<file path="src/rtl/core/bpm_pkg.sv">
// Shared types and codes for the buffer pool mailbox.
// No dependencies; imported by the top level and its checker.
`default_nettype none

package bpm_pkg;

   localparam int HANDLE_W = 4;
   localparam int DEFAULT_NUM_BUFFERS = 16;

   typedef logic [1:0] op_type;
   typedef logic [1:0] status_type;
   typedef logic [HANDLE_W-1:0] handle_type;

   localparam op_type OP_ALLOC   = 2'd0;
   localparam op_type OP_SEND    = 2'd1;
   localparam op_type OP_RECEIVE = 2'd2;
   localparam op_type OP_DISPOSE = 2'd3;

   localparam status_type ST_OK    = 2'd0;
   localparam status_type ST_EMPTY = 2'd1;
   localparam status_type ST_FULL  = 2'd2;

endpackage

`default_nettype wire

</file>
<file path="src/rtl/core/buffer_pool_mailbox.sv">
// Buffer pool with mailbox: a free ring and a message ring of handles.
// Depends on bpm_pkg; both rings are synchronous memories inside this module.
//
//   channel   ports                               handshake
//   request   req_op, req_handle_in               start && !busy
//   response  rsp_handle_out, rsp_status          rsp_valid, one cycle
//
// One transaction is accepted per cycle while busy is low; its response appears on the
// cycle after acceptance, set by the registered reads of the ring memories.
// Pointers and counts update at acceptance, so back-to-back transactions
// always see the state left by the one before.
// After reset, busy stays high while the free ring is
// loaded with handles in order, one entry per cycle.
// The receiver cannot stall; a response is shown for exactly one cycle.
`default_nettype none

module buffer_pool_mailbox
   import bpm_pkg::*;
#(
   parameter int NUM_BUFFERS = DEFAULT_NUM_BUFFERS
) (
   input  wire logic       clock,
   input  wire logic       reset,
   input  wire logic       start,
   output logic            busy,
   input  wire op_type     req_op,
   input  wire handle_type req_handle_in,
   output logic            rsp_valid,
   output handle_type      rsp_handle_out,
   output status_type      rsp_status
);

   localparam int IDX_W = (NUM_BUFFERS > 1) ? $clog2(NUM_BUFFERS) : 1;
   localparam int CNT_W = $clog2(NUM_BUFFERS + 1);
   localparam logic [IDX_W-1:0] LAST_IDX = IDX_W'(NUM_BUFFERS - 1);
   localparam logic [CNT_W-1:0] FULL_CNT = CNT_W'(NUM_BUFFERS);

   handle_type free_mem [NUM_BUFFERS];
   handle_type msg_mem  [NUM_BUFFERS];

   logic [IDX_W-1:0] free_head_ff, free_head_in, free_tail_ff, free_tail_in;
   logic [IDX_W-1:0] msg_head_ff, msg_head_in, msg_tail_ff, msg_tail_in;
   logic [CNT_W-1:0] free_count_ff, free_count_in, msg_count_ff, msg_count_in;
   logic [IDX_W-1:0] init_idx_ff, init_idx_in;
   logic             init_active_ff, init_active_in;

   logic       rsp_valid_ff, rsp_valid_in;
   logic       rsp_pop_ff, rsp_pop_in;
   logic       rsp_from_msg_ff, rsp_from_msg_in;
   status_type rsp_status_ff, rsp_status_in;
   handle_type free_rd_ff, msg_rd_ff;

   logic accept;
   logic free_pop, free_push, msg_pop, msg_push;
   logic free_we;
   logic [IDX_W-1:0] free_waddr;
   handle_type free_wdata;

   function automatic logic [IDX_W-1:0] next_idx(input logic [IDX_W-1:0] idx);
      return (idx == LAST_IDX) ? '0 : idx + 1'b1;
   endfunction

   assign busy   = init_active_ff;
   assign accept = start && !init_active_ff;

   always_comb begin
      free_pop  = accept && (req_op == OP_ALLOC)   && (free_count_ff != '0);
      msg_push  = accept && (req_op == OP_SEND)    && (msg_count_ff != FULL_CNT);
      msg_pop   = accept && (req_op == OP_RECEIVE) && (msg_count_ff != '0);
      free_push = accept && (req_op == OP_DISPOSE) && (free_count_ff != FULL_CNT);

      unique case (req_op)
         OP_ALLOC:   rsp_status_in = free_pop  ? ST_OK : ST_EMPTY;
         OP_SEND:    rsp_status_in = msg_push  ? ST_OK : ST_FULL;
         OP_RECEIVE: rsp_status_in = msg_pop   ? ST_OK : ST_EMPTY;
         OP_DISPOSE: rsp_status_in = free_push ? ST_OK : ST_FULL;
         default:    rsp_status_in = ST_OK;
      endcase

      rsp_valid_in    = accept;
      rsp_pop_in      = free_pop || msg_pop;
      rsp_from_msg_in = (req_op == OP_RECEIVE);

      free_head_in  = free_pop  ? next_idx(free_head_ff) : free_head_ff;
      free_tail_in  = free_push ? next_idx(free_tail_ff) : free_tail_ff;
      msg_head_in   = msg_pop   ? next_idx(msg_head_ff)  : msg_head_ff;
      msg_tail_in   = msg_push  ? next_idx(msg_tail_ff)  : msg_tail_ff;
      free_count_in = free_count_ff + CNT_W'(free_push) - CNT_W'(free_pop);
      msg_count_in  = msg_count_ff + CNT_W'(msg_push) - CNT_W'(msg_pop);

      init_idx_in    = init_active_ff ? next_idx(init_idx_ff) : init_idx_ff;
      init_active_in = init_active_ff && (init_idx_ff != LAST_IDX);

      // The loading sweep owns the free ring write port until it finishes.
      free_we    = init_active_ff || free_push;
      free_waddr = init_active_ff ? init_idx_ff : free_tail_ff;
      free_wdata = init_active_ff ? HANDLE_W'(init_idx_ff) : req_handle_in;
   end

   always_ff @(posedge clock) begin
      if (reset) begin
         free_head_ff   <= '0;
         free_tail_ff   <= '0;
         msg_head_ff    <= '0;
         msg_tail_ff    <= '0;
         free_count_ff  <= FULL_CNT;
         msg_count_ff   <= '0;
         init_idx_ff    <= '0;
         init_active_ff <= 1'b1;
         rsp_valid_ff   <= 1'b0;
      end else begin
         free_head_ff   <= free_head_in;
         free_tail_ff   <= free_tail_in;
         msg_head_ff    <= msg_head_in;
         msg_tail_ff    <= msg_tail_in;
         free_count_ff  <= free_count_in;
         msg_count_ff   <= msg_count_in;
         init_idx_ff    <= init_idx_in;
         init_active_ff <= init_active_in;
         rsp_valid_ff   <= rsp_valid_in;
      end
   end

   always_ff @(posedge clock) begin
      rsp_pop_ff      <= rsp_pop_in;
      rsp_from_msg_ff <= rsp_from_msg_in;
      rsp_status_ff   <= rsp_status_in;
   end

   // A pop reads at the head while any push writes at the tail; a pop on the
   // next cycle reads the entry only after the write edge, so no bypass is needed.
   always_ff @(posedge clock) begin
      if (free_we) begin
         free_mem[free_waddr] <= free_wdata;
      end
      free_rd_ff <= free_mem[free_head_ff];
   end

   always_ff @(posedge clock) begin
      if (msg_push) begin
         msg_mem[msg_tail_ff] <= req_handle_in;
      end
      msg_rd_ff <= msg_mem[msg_head_ff];
   end

   assign rsp_valid      = rsp_valid_ff;
   assign rsp_status     = rsp_status_ff;
   assign rsp_handle_out = !rsp_pop_ff     ? '0 :
                           rsp_from_msg_ff ? msg_rd_ff : free_rd_ff;

endmodule

`default_nettype wire

</file>
<file path="config.mk">
export PLATFORM = sky130hd
export DESIGN_NAME = buffer_pool_mailbox
export DESIGN_NICKNAME = d
export VERILOG_FILES = /design/src/rtl/core/bpm_pkg.sv /design/src/rtl/core/buffer_pool_mailbox.sv
export SDC_FILE = /design/constraint.sdc
export NUM_CORES = 1
export LEC_CHECK = 0
export ABC_CLOCK_PERIOD_IN_PS = 5500
export BUFFER_PORTS_ARGS = -buffer_cell sky130_fd_sc_hd__buf_2
export CAP_MARGIN = 20
export CORE_ASPECT_RATIO = 0.9
export CORE_MARGIN = 2
export CORE_UTILIZATION = 65
export CTS_CLUSTER_DIAMETER = 30
export DETAILED_ROUTE_END_ITERATION = 8
export PLACE_DENSITY = 0.84
export RECOVER_POWER = 25
export SETUP_SLACK_MARGIN = 0.05
export SLEW_MARGIN = 25
export SYNTH_ARGS = -nofsm -noshare
export SYNTH_HDL_FRONTEND = slang
export SYNTH_SLANG_ARGS = --single-unit
</file>
<file path="constraint.sdc">
create_clock -name clock -period 5.5 [get_ports clock]
set_clock_uncertainty 0.05 [all_clocks]
set_input_delay 0.55 -clock clock [delete_from_list [all_inputs] [get_ports clock]]
set_output_delay 0.55 -clock clock [all_outputs]
set_load 0.03 [all_outputs]
</file>
==> run metrics <==
I/O Pins 17; Layout Cells excl Fill between 600 and 700; sequential power share 0.527; Cells after Synth 502; setup_tns 0 ns; post-detail-place hpwl 9.280 mm; Crit path required time 5.79 ns; grt ovf 0; Ant. Diodes 0; vias 4,260; DR iter-0 viols 531; Initial Util 0.6701; post-synth top area cell edfxtp_1; antenna-violating nets left 0; Die W 115.5 um; Primary FF master, synth edfxtp_1; via density per instance roughly 6.3; Setup crit end kind flop; first-pass GRT wire length 23.42 mm; Synth Net Count about 530; worst setup margin around 2.2 ns; r2r setup slk 2.16 ns; fmax 0.2997 GHz; Sink Count 172; share of the synthesized area in the top cell type 0.5284; core area 10,860 um^2; DRC Markers 0; CTS tree built; area of the multi-input gates approximately 2400 um^2; Placed Area approximately 7400 um^2; number of hold buffers added after cts 0; Post CTS Setup Buffer Count 0; final WL between 10 and 15 mm; CP cell instances nand2b_1, a2111oi_4, ha_1, inv_1, ha_1, fa_1, a21oi_1, nor2_1, or3_1, a21oi_1; top-count cell post-synth edfxtp_1; initial antenna violation count 0; top post-synthesis cells by area edfxtp_1 (53%), dfxtp_1 (12%), mux4_2 (8.7%); clk buf depth 2; Area Overhead vs Synth 10.53%; post-synthesis cell area 7274 um^2; Async SR Flop Fraction 0; largest net degree at the start of global routing 35; GPL Wtd Cong 0.8388; Clock transition at path regs about 0.060 ns; Final Max Tran Viols 0; final setup violation count 0; final hold violations 0; Max Cap Viol 0; Total GRT Usage 0.2639; number of flops mapped to enable cells by yosys around 130; Crit Path Max Fanout 20; Die Area 12,050 um^2; Sw Pwr 0.0005517 W; Yosys cell types 55; crit-path max cell delay 0.67 ns; synth warn 0; slowest CP cell a2111oi_4; Seq cells post-synth 172; CTS H-tree lvls 4; Final Instance Area 8040 um^2; port buffer count 16; Cell Rows 36; RSZ-0062 raised after global routing false; Pre-antenna DRT Iters 5; power density cells 336.2 nW/um^2; Placed Cells 648; CTS Buf Count 17; clk_lat worst skew 0.42 ns; layout cells sized above 1 0.1477; Layout fillers 652; Int Power 0.002151 W; Vert. Die Dim 104.4 um; vias in the first global route 4,297; Comb power frac 0.028; PostCTS Resize Cnt 0; FF/Latch Area about 4700 um^2; HP Class in -> reg; Worst Setup Start Kind flop; Critical Path AT 3.63 ns; part of the power in the clock network 0.445; minimum clock period 3.336 ns; LEAKAGE 2.662 nW; WS Path Type reg -> reg; Peak VDD IR 0.4437 mV; slew at the pin closest to its max-slew limit 1.009 ns; Commonest cells post-synth edfxtp_1 (128), nor2_1 (56), dfxtp_1 (44), nand2_1 (31), mux4_2 (28); Sw Ratio 0.2041; Avg WL per Cell 21.23 um; fraction of the yosys area taken by sequential cells 0.6495; final critical-path share of the clock period 0.6066; Place WS 2.257 ns; status completed; Slew HR 0.3262; nets@finish approximately 550; syn_area_per_cell 14.49 um^2; root buf cell clkbuf_16
-- worst max-delay path: cells and delay by family, from the launching register on --
kind	cells	cell delay, ns
AOI/OAI and AO/OA	3	0.99
adders and majority gates	3	0.83
buffers and inverters	1	0.04
DFF	1	0.56
and+or+nand+nor	3	0.78
-- state kept, by name (all words and copies together), names as in the netlist, 2 cells and up --
name	flops
msg_head_ff	4
msg_tail_ff	4
msg_count_ff	5
init_idx_ff	4
msg_rd_ff	4
msg_mem	64
free_mem	64
free_tail_ff	4
free_count_ff	5
rsp_status	2
free_rd_ff	4
free_head_ff	4
-- placed cells by master, fill, tap and decap left out, types with 11 or more instances in the layout --
| cell | n |
|---|---|
| nor2_1 | 56 |
| nand3_1 | 11 |
| dfxtp_1 | 42 |
| mux4_2 | 28 |
| nor2b_1 | 13 |
| mux2i_1 | 19 |
| a21oi_1 | 15 |
| nand2_1 | 31 |
| ha_1 | 20 |
| inv_1 | 24 |
| edfxtp_1 | 128 |
| clkbuf_16 | 17 |
-- through the flow --
step           hold slack [ns]  power [W]    util
3_5_place_dp            0.4611   0.001525  0.6861
5_1_grt                 0.4171   0.002767  0.7407
6_report                0.3843   0.002703  0.7407
2_1_floorplan           0.4215   0.001491       -
4_1_cts                 0.3686   0.002712  0.7411
3_3_place_gp            0.4432   0.001518  0.6860
-- area by class of cell --
class,count,share of cell area
multi-input combinational,283,0.2933
timing repair buffer,17,0.009648
tap,152,0.02365
clock buffer,18,0.05338
clock inverter,14,0.02085
inverter,24,0.01120
sequential,172,0.5879
-- metal layers --
layer,vias to the layer above,track usage,part of all wire
li1,1904,-,-
met1,2097,0.3804,0.41
met2,235,0.4056,0.48
met3,24,0.06410,0.090
met4,0,0.07487,0.014
met5,-,0,0
-- logic make-up (layout without fill, tap and decap cells) --
logic type | after synthesis | in the layout | synth area share
AO/OA/AOI/OAI | 56 | 56 | 0.05625
adder cells (fa/ha/maj) | 22 | 22 | 0.03990
buffers and inverters | 47 | 73 | 0.02683
AND/OR/NAND/NOR | 147 | 147 | 0.1011
XOR/XNOR | 10 | 10 | 0.01204
flip-flops | 172 | 172 | 0.6495
multiplexers | 48 | 48 | 0.1144
-- final timing paths --
check	from	endpoint	depth (start not counted)
setup / recovery	busy$_SDFF_PP1_	msg_count_ff[4]$_SDFF_PP0_	10
hold / removal	req_op[0]	rsp_status[0]$_DFF_P_	2
setup reg to reg	busy$_SDFF_PP1_	msg_count_ff[4]$_SDFF_PP0_	10
hold reg to reg	init_idx_ff[3]$_SDFFE_PP0P_	init_idx_ff[3]$_SDFFE_PP0P_	2
-- power groups by stage --
stage	logic, W	registers [W]	clock network [W]
after floorplan	0.0000415	0.00145	0
after global placement	0.0000674	0.00145	0
after detailed placement	0.0000730	0.00145	0
after CTS	0.0000746	0.00143	0.00121
after global routing	0.0000816	0.00143	0.00126
final	0.0000746	0.00143	0.00120
(Power assumes the default switching activity.)
